File: src/bfe_pkg.sv
package bfe_pkg;

   localparam int DEF_MAX_BITS   = 65536;
   localparam int DEF_MAX_HASHES = 16;

   localparam int BITS_RESET   = 65536;
   localparam int HASHES_RESET = 7;
   localparam int BITS_FIELD_W = 17;
   localparam int HASH_FIELD_W = 5;

   localparam logic [63:0] OFFSET_BASIS = 64'hcbf29ce484222325;
   localparam logic [8:0]  FNV_PRIME_LO = 9'h1b3;
   localparam int          FNV_SHIFT    = 40;
   localparam logic [63:0] MIX_K1       = 64'hff51afd7ed558ccd;
   localparam logic [63:0] MIX_K2       = 64'hc4ceb9fe1a85ec53;
   localparam int          MIX_SHIFT    = 33;

   localparam int ROW_W     = 64;
   localparam int ROW_SHIFT = 6;

   localparam logic [1:0] CMD_ADD   = 2'd0;
   localparam logic [1:0] CMD_TEST  = 2'd1;
   localparam logic [1:0] CMD_CLEAR = 2'd2;

   localparam logic REG_BIT_COUNT  = 1'b0;
   localparam logic REG_HASH_COUNT = 1'b1;

   typedef struct packed {
      logic [1:0] cmd;
      logic [7:0] key_byte;
      logic       has_byte;
      logic       last_byte;
   } req_type;

   typedef struct packed {
      logic [1:0]  done_cmd;
      logic        maybe_present;
      logic [31:0] items_added;
   } rsp_type;

   function automatic logic [63:0] xor_shift(input logic [63:0] v);
      return v ^ (v >> MIX_SHIFT);
   endfunction

endpackage

File: src/bfe_rem.sv
module bfe_rem #(
   parameter int NW = 17
) (
   input  logic          clock,
   input  logic          reset,
   input  logic          start,
   input  logic [63:0]   dividend,
   input  logic [NW-1:0] divisor,
   output logic          done,
   output logic [NW-1:0] rem
);
   import bfe_pkg::*;

   logic          busy_ff, busy_in;
   logic          done_ff, done_in;
   logic [3:0]    cnt_ff, cnt_in;
   logic [63:0]   dvd_ff, dvd_in;
   logic [NW-1:0] rem_ff, rem_in;

   logic [NW:0]   trial;
   logic [NW-1:0] r;

   // restoring remainder, four dividend bits per cycle
   always_comb begin
      busy_in = busy_ff;
      done_in = 1'b0;
      cnt_in  = cnt_ff;
      dvd_in  = dvd_ff;
      rem_in  = rem_ff;
      r       = rem_ff;
      trial   = '0;
      if (start) begin
         busy_in = 1'b1;
         cnt_in  = 4'd0;
         dvd_in  = dividend;
         rem_in  = '0;
      end else if (busy_ff) begin
         for (int k = 0; k < 4; k++) begin
            trial = {r, dvd_ff[63-k]};
            if (trial >= {1'b0, divisor}) trial = trial - {1'b0, divisor};
            r = trial[NW-1:0];
         end
         rem_in = r;
         dvd_in = dvd_ff << 4;
         cnt_in = cnt_ff + 4'd1;
         if (cnt_ff == 4'd15) begin
            busy_in = 1'b0;
            done_in = 1'b1;
         end
      end
   end

   always_ff @(posedge clock) begin
      if (reset) begin
         busy_ff <= 1'b0;
         done_ff <= 1'b0;
         cnt_ff  <= 4'd0;
      end else begin
         busy_ff <= busy_in;
         done_ff <= done_in;
         cnt_ff  <= cnt_in;
      end
      dvd_ff <= dvd_in;
      rem_ff <= rem_in;
   end

   assign done = done_ff;
   assign rem  = rem_ff;

endmodule

File: config.mk
export PLATFORM = sky130hd
export DESIGN_NAME = bfe_rem
export DESIGN_NICKNAME = d
export VERILOG_FILES = /design/src/bfe_pkg.sv /design/src/bfe_rem.sv
export SDC_FILE = /design/constraint.sdc
export NUM_CORES = 1
export LEC_CHECK = 0
export CAP_MARGIN = 15
export CELL_PAD_IN_SITES_DETAIL_PLACEMENT = 1
export CELL_PAD_IN_SITES_GLOBAL_PLACEMENT = 1
export CORE_MARGIN = 2
export CORE_UTILIZATION = 51
export DETAILED_ROUTE_END_ITERATION = 7
export DONT_BUFFER_PORTS = 1
export PLACE_DENSITY_LB_ADDON = 0.1
export SKIP_CTS_REPAIR_TIMING = 1
export SYNTH_ARGS = -nofsm -noshare
export SYNTH_HDL_FRONTEND = slang
export SYNTH_SLANG_ARGS = --single-unit
export TNS_END_PERCENT = 10
File: constraint.sdc
create_clock -name clock -period 12 [get_ports clock]
set_input_delay 0 -clock clock [delete_from_list [all_inputs] [get_ports clock]]
set_output_delay 0 -clock clock [all_outputs]
set_load 0.02 [all_outputs]
==> impl_results.md <==
* Wire per inst at 26.4 um
* Setup crit start kind: flop
* Routed wire length at 27.1 mm
* Max_slew headroom at 0.284
* Global-route wire length before repair at 34.7 mm
* Synth unique cells at 71
* Maximum clock insertion buffer count at 2
* Commonest non-fill, non-tap cell in the layout: mux2_2
* Synth top area cells: edfxtp_1 (25%), mux2_2 (12%), ha_1 (11%), dfxtp_1 (6.1%), xnor2_1 (4.4%)
* Routed via count at 6719
* Area leader, netlist: edfxtp_1
* Row count at 44
* Fin nets at 995
* Vias per inst at 6.54
* Clock Sink Count at 87
* Detailed Place HPWL at 17.3 mm
* Async SR Flop Fraction at 0
* Dominant synthesized flop cell: edfxtp_1
* Die height at 126 um
* Share of layout cells above drive strength 1 at 0.153
* Tmin final at 11.15 ns
* Number of buffers added on ports at 0
* Register Area at 0.00238 sq mm
* Tcrit/Tclk final at 0.929
* Die width at 126 um
* Fmax at 89.7 MHz
* CTS tree: done
* DIE AREA at 0.0158 sq mm
* R2R Setup Slk at 0.85 ns
* Min-delay src: start
* Most frequent cells in the layout: mux2_2 (83), ha_1 (69), dlygate4sd3_1 (67)
* All-Layer GR Usage at 0.279
* WP data arrival at 11.43 ns
* Most frequent CP cell: a21oi_1
* Post-synth EDFFs at 64
* Crit path capture type: flop
* Initial Utilization at 0.521
* Initial DRC Count at 474
* Antenna violations before repair at 0
* Worst Path Max Fanout at 17
* Clock Skew at 0.0100 ns
* Post-synth top area share at 0.254
* Grt total ovfl at 0
* FF-to-FF Start: dvd_ff[63]
* Worst Hold Class: in2reg
* Worst skew pair latency at 0.36 ns
* Crit-path slowest cell: o21ai_0
* Area growth syn-to-layout at 15.3%
* CTS H-tree lvls at 3
* Placed cell count at 942
* IO Pins at 102
* Placer Congestion at 0.878
* Ant. Diodes at 0
* Worst Tran Pin Value at 1.07 ns
* Sequential fraction of the synthesis area at 0.315
* Largest net degree at the start of global routing at 83
* CTS Buf Count at 9
* Fill cells at 1597
* Crit Path Category: reg2reg
* Setup_tns at 0 ns
* Core area at 0.0145 sq mm
* Fin cells at 1027
* Max-cap viol count at 0
* RSZ-0062 raised after global routing: false
* Number of global-route vias before repair at 6468
* Clock-pin slew on the worst setup and hold paths at 0.08 ns
* CP max stage delay at 0.63 ns
* CP required at 12.28 ns
* Mapped Avg Cell Area at 9.76 sq um
* Flops & latches, synth at 87
* Final antenna-violating net count at 0
* Clock root buffer: clkbuf_16
* Synth warn at 0
* Final Hold Slack at 0.0254 ns
* Final hold vios at 0
* DR DRC count at 0
* Mapped Cells at 776
* Crit. Startpoint: dvd_ff[63]
* Mapped Area at 0.00757 sq mm
* Status: complete, no violations
* Setup violators final at 0
* Area occupied by multi-input gates at 0.00492 sq mm
* DRT Pass-1 Iters at 5
* Net Count, Synth at 933
* Final Max Slew Viols at 0
-- cell usage after synthesis, types with 5 or more instances --
cell and n:
mux2_2 83, ha_1 69, nor2_1 66, edfxtp_1 64, a21oi_1 49, inv_1 43
nand2_1 43, xnor2_1 38, o21ai_0 28, dfxtp_1 23, a21o_1 21, a211oi_1 18
mux2i_1 18, nor3_1 18, o21a_1 18, clkbuf_1 15, xor2_1 14, nand3_1 10
nand4_1 10, o31ai_1 9, and2_1 8, a31oi_1 6, nor2b_1 6, or3_1 6
a31o_2 5, o211ai_1 5, o21bai_1 5, o31a_1 5
-- flip-flops by register name (all words and copies together), names as in the netlist --
name and count:
done 1, dvd_ff 64, rem 17, busy_ff 1, cnt_ff 4
-- layer usage --
metal	share of wire	vias up	GRT usage
met5	0	-	0
met4	0.060	0	0.138
met3	0.060	92	0.0658
met2	0.48	323	0.483
met1	0.40	3263	0.323
li1	-	3041	-
-- area by class of cell --
| type | instances | area share |
|---|---|---|
| multi-input cells | 625 | 0.564 |
| flip-flops and latches | 87 | 0.273 |
| clock inverters | 7 | 0.00631 |
| repair buffers | 72 | 0.0857 |
| well taps | 184 | 0.0264 |
| clock buffers | 9 | 0.0258 |
| inverters | 43 | 0.0185 |
-- cell families (layout without fill, tap and decap cells) --
| kind of cell | after synthesis | count (layout) | synth area share |
|---|---|---|---|
| XOR/XNOR | 52 | 52 | 0.0602 |
| AND/OR/NAND/NOR | 191 | 191 | 0.120 |
| multiplexers | 104 | 104 | 0.153 |
| flip-flops | 87 | 87 | 0.315 |
| AO/OA/AOI/OAI | 205 | 205 | 0.192 |
| buffers and inverters | 64 | 131 | 0.0349 |
| adder cells (fa/ha/maj) | 73 | 73 | 0.125 |
-- worst max-delay path: cells and delay by family (launching register included) --
kind / cells / cell delay, ns
AO/OA/AOI/OAI: 21 / 6.31
adder cells (fa/ha/maj): 5 / 1.73
buffers and inverters: 4 / 0.57
flip-flops: 1 / 0.43
multiplexers: 2 / 0.60
AND/OR/NAND/NOR: 6 / 1.38
-- metrics by stage --
| stage | setup WS [ns] | util | instance area, sq um |
|---|---|---|---|
| 3_3_place_gp | 1.53 | 0.531 | 7720 |
| 2_1_floorplan | 2.88 | - | 7570 |
| 4_1_cts | 1.21 | 0.551 | 8000 |
| 5_1_grt | 0.374 | 0.600 | 8730 |
| 6_report | 0.846 | 0.600 | 8730 |
| 3_5_place_dp | 1.24 | 0.531 | 7720 |
-- path summary, 6_finish.rpt --
kind	end	cells past startpoint
setup reg to reg	rem[0]	38
hold / removal	rem[8]	3
setup / recovery	rem[0]	38
hold reg to reg	done	2
Power is left out: the tool's default activity adds up to more than one toggle a clock period on the data nets, which glitch-free logic cannot reach.
