--- src/bfe_pkg.sv ---
package bfe_pkg;

   localparam int DEF_MAX_BITS   = 65536;
   localparam int DEF_MAX_HASHES = 16;

   localparam int BITS_RESET   = 65536;
   localparam int HASHES_RESET = 7;
   localparam int BITS_FIELD_W = 17;
   localparam int HASH_FIELD_W = 5;

   localparam logic [63:0] OFFSET_BASIS = 64'hcbf29ce484222325;
   localparam logic [8:0]  FNV_PRIME_LO = 9'h1b3;
   localparam int          FNV_SHIFT    = 40;
   localparam logic [63:0] MIX_K1       = 64'hff51afd7ed558ccd;
   localparam logic [63:0] MIX_K2       = 64'hc4ceb9fe1a85ec53;
   localparam int          MIX_SHIFT    = 33;

   localparam int ROW_W     = 64;
   localparam int ROW_SHIFT = 6;

   localparam logic [1:0] CMD_ADD   = 2'd0;
   localparam logic [1:0] CMD_TEST  = 2'd1;
   localparam logic [1:0] CMD_CLEAR = 2'd2;

   localparam logic REG_BIT_COUNT  = 1'b0;
   localparam logic REG_HASH_COUNT = 1'b1;

   typedef struct packed {
      logic [1:0] cmd;
      logic [7:0] key_byte;
      logic       has_byte;
      logic       last_byte;
   } req_type;

   typedef struct packed {
      logic [1:0]  done_cmd;
      logic        maybe_present;
      logic [31:0] items_added;
   } rsp_type;

   function automatic logic [63:0] xor_shift(input logic [63:0] v);
      return v ^ (v >> MIX_SHIFT);
   endfunction

endpackage

--- src/bfe_mix.sv ---
module bfe_mix (
   input  logic        clock,
   input  logic        reset,
   input  logic        start,
   input  logic [63:0] din,
   output logic        done,
   output logic [63:0] dout
);
   import bfe_pkg::*;

   logic        busy_ff, busy_in;
   logic        done_ff, done_in;
   logic        pass_ff, pass_in;
   logic [2:0]  step_ff, step_in;
   logic [63:0] x_ff, x_in;
   logic [63:0] acc_ff, acc_in;
   logic [63:0] prod_ff, prod_in;

   logic [63:0] kc;
   logic [1:0]  part;
   logic [31:0] op_a, op_b;
   logic [63:0] sum;

   // 64x64 mod 2^64 product from three 32x32 partial products
   always_comb begin
      kc   = pass_ff ? MIX_K2 : MIX_K1;
      part = step_ff[2:1];
      op_a = (part == 2'd2) ? x_ff[63:32] : x_ff[31:0];
      op_b = (part == 2'd1) ? kc[63:32] : kc[31:0];
      sum  = (part == 2'd0) ? acc_ff + prod_ff : acc_ff + {prod_ff[31:0], 32'd0};

      busy_in = busy_ff;
      done_in = 1'b0;
      pass_in = pass_ff;
      step_in = step_ff;
      x_in    = x_ff;
      acc_in  = acc_ff;
      prod_in = prod_ff;

      if (start) begin
         busy_in = 1'b1;
         pass_in = 1'b0;
         step_in = 3'd0;
         x_in    = xor_shift(din);
         acc_in  = 64'd0;
      end else if (busy_ff) begin
         if (!step_ff[0]) begin
            prod_in = op_a * op_b;
            step_in = step_ff + 3'd1;
         end else if (step_ff == 3'd5) begin
            x_in    = xor_shift(sum);
            acc_in  = 64'd0;
            step_in = 3'd0;
            if (pass_ff) begin
               busy_in = 1'b0;
               done_in = 1'b1;
            end else begin
               pass_in = 1'b1;
            end
         end else begin
            acc_in  = sum;
            step_in = step_ff + 3'd1;
         end
      end
   end

   always_ff @(posedge clock) begin
      if (reset) begin
         busy_ff <= 1'b0;
         done_ff <= 1'b0;
         pass_ff <= 1'b0;
         step_ff <= 3'd0;
      end else begin
         busy_ff <= busy_in;
         done_ff <= done_in;
         pass_ff <= pass_in;
         step_ff <= step_in;
      end
      x_ff    <= x_in;
      acc_ff  <= acc_in;
      prod_ff <= prod_in;
   end

   assign done = done_ff;
   assign dout = x_ff;

endmodule

--- config.mk ---
export PLATFORM = sky130hd
export DESIGN_NAME = bfe_mix
export DESIGN_NICKNAME = d
export VERILOG_FILES = /design/src/bfe_pkg.sv /design/src/bfe_mix.sv
export SDC_FILE = /design/constraint.sdc
export NUM_CORES = 2
export LEC_CHECK = 0
export BUFFER_PORTS_ARGS = -buffer_cell sky130_fd_sc_hd__buf_2
export CAP_MARGIN = 20
export CORE_AREA = 10 10 281 283
export CTS_BUF_LIST = sky130_fd_sc_hd__clkbuf_4 sky130_fd_sc_hd__clkbuf_8
export CTS_CLUSTER_SIZE = 14
export DETAILED_ROUTE_END_ITERATION = 6
export DIE_AREA = 0 0 291 293
export GPL_TIMING_DRIVEN = 0
export PLACE_DENSITY = 0.8
export SLEW_MARGIN = 30
export SYNTH_ARGS = -nofsm -noshare
export SYNTH_HDL_FRONTEND = slang
export SYNTH_SLANG_ARGS = --single-unit
export TNS_END_PERCENT = 100
--- constraint.sdc ---
create_clock -name clock -period 9.2 [get_ports clock]
set_clock_uncertainty 0.15 [all_clocks]
set_input_delay 0.46 -clock clock [delete_from_list [all_inputs] [get_ports clock]]
set_output_delay 0.46 -clock clock [all_outputs]
set_load 0.01 [all_outputs]
==> out/metrics.cfg <==
[run_status]
outcome=finished, violations left
violations=negative setup slack

[global_routing]
overflow=0
grt_max_degree=41
grt_usage_pct=40.2
first_global_vias=36700
grt_first_pass_wirelength_um=249000
antenna_found_initial=7

[critical_path]
arrival_ps=9350
cpMostUsedCell=fa_1
slowest_stage=fa_2
start_kind=flip-flop
crit_type=reg2reg
crit_path_end_kind=flip-flop
required_ps=9330
crit_fanout=11
cp_slowest_stage_delay_ps=620

[sta]
finalCriticalPeriod_ps=9220
final_hold_viol_count=0
worst_slack_ps=-20.8
setup_tns_ps=-20.8
drv_slew=0
worst_slew_pin_slew_ps=1120
finalSetupViolations=1
layout_worst_path_cycle_share_pct=100
max-slew-margin-rel_pct=25.1
fmax_mhz=108
rsz0062_at_grt=true

[min_path]
hold_class=in2reg

[cts]
clock-root-buffer=clkbuf_8
cts.htree.levels=4
path_clk_slew_ps=130
cts_sinks=198
cts.path.max_buffers=2
numCtsBuffers=17
worstSkewPairLatency_ps=530
cts_tree=yes

[route]
num_vias=37400
dr.pass1.iters=7
drtIter0Drc=4694
drc=0
ant_nets=0
wire_per_inst_um=29.4
wl_um=176000
avgViaCountPerCell=6.25

[die]
core-area_um2=73600
row_count=100
ios=132
die_w_um=291
die_h_um=293
start_util_pct=59.3
die_area_um2=85300

[synthesis]
postSynthAreaPerCell_um2=9.27
synth_enable_flop_cells=128
yosys_register_bits=198
syn_inst=4711
synthesis.area_um2=43700
syn_nets=6011
yosysSeqAreaShare_pct=12.0
synthFlopType=edfxtp_1
ys_async_sr_fraction_pct=0
yosys_warnings=0
yosysUniqueCellTypes=91

[flow_run]
drv_cap=0

[finish]
final_util_pct=66.7
nets=6307
final_cell_mix=inv_1 (900), fa_1 (758), ha_1 (435)
final_common_cell=inv_1
area_growth_pct=12.5
drive_gt1_share_pct=14.0

[place]
place.gp.congestion=1.06
dp_hpwl_um=150000
port_buffers=131

==> state kept, by name (all words and copies together), names as in the netlist, named ones only <==
register	cells
acc_ff	64
busy_ff	1
done	1
dout	64
pass_ff	1
prod_ff	64
step_ff	2
==> synthesized netlist by cell type, drive strengths merged, types with 24 or more instances <==
cell / number / area, µm²
a21o: 163 / 1220
a21oi: 226 / 1130
a22oi: 25 / 188
and2: 57 / 357
and3: 32 / 200
clkbuf: 136 / 510
dfxtp: 70 / 1400
edfxtp: 128 / 3840
fa: 779 / 15600
ha: 454 / 5680
inv: 939 / 3520
mux2: 24 / 274
mux2i: 38 / 380
nand2: 333 / 1250
nand2b: 67 / 419
nand3: 48 / 245
nor2: 361 / 1360
nor3: 29 / 145
o21ai: 177 / 893
o21bai: 30 / 225
xnor2: 152 / 1330
xor2: 129 / 1130
==> cell families after synthesis <==
logic type      Yosys count  share of synthesized area [%]
fa+ha+maj              1239                           48.9
buf+inv                1102                           9.48
simple gates           1031                           10.7
compound gates          796                           11.7
xor+xnor                282                           5.69
flops                   198                           12.0
mux                      62                           1.50
other cells               1                        0.00859
==> layer usage <==
| metal | vias to the layer above | global-route usage, % | wire length [µm] | share of wire (%) |
|---|---|---|---|---|
| met4 | 2 | 22.6 | 13400 | 7.6 |
| met2 | 2652 | 60.4 | 75300 | 43 |
| met3 | 630 | 9.38 | 22300 | 13 |
| li1 | 15700 | - | - | - |
| met1 | 18500 | 53.1 | 65300 | 37 |
| met5 | - | 0 | 12 | 0.0068 |
==> critical path: cells and delay by family, from the launching register on <==
kind | cells | cell delay (ps)
AO/OA/AOI/OAI | 9 | 1790
XOR/XNOR | 1 | 150
adder cells (fa/ha/maj) | 10 | 4490
buffers and inverters | 9 | 1210
flip-flops | 1 | 400
AND/OR/NAND/NOR | 4 | 730
==> cell type report <==
cell class                 count  area [µm²]
fill                        6028       24500
multi-input combinational   3411       35500
clock buffer                  20         256
antenna                        3        7.51
sequential                   198        5260
timing repair buffer         285        1990
tap                          969        1210
buffer                       145        1010
inverter                     949        3670
clock inverter                12         163
==> worst paths after layout <==
path	slack, ps	cells past startpoint	endpoint	start
max reg2reg	-20	33	prod_ff[56]$_DFFE_PP_	flip-flop
max	-20	33	prod_ff[56]$_DFFE_PP_	flip-flop
min reg2reg	360	2	acc_ff[31]$_SDFFE_PP0P_	acc_ff[31]$_SDFFE_PP0P_
min	80	2	dout[31]$_DFFE_PP_	din[31]
==> metrics by stage <==
step / setup WS [ps] / instances / area [µm²] / hold slack, ps
3_5_place_dp: -3070 / 5814 / 45700 / 324
4_1_cts: -20.5 / 5881 / 47400 / 68.5
3_3_place_gp: -3720 / 5811 / 45500 / 323
6_report: -20.8 / 5992 / 49100 / 84.9
5_1_grt: -164 / 5989 / 49100 / 83.9
2_1_floorplan: 23.0 / 4711 / 43700 / 299
==> repair_timing <==
item / CTS / global route
cloned: 1 / 1
buffers inserted: 42 / 107
setup endpoints to repair: 50 / 16
gates resized for setup: 286 / 243
hold buffers: 0 / 0
pin swaps: 13 / 76
Power is not shown: default switching activity piles up to over one toggle a cycle in this logic, so the estimate is an artifact.
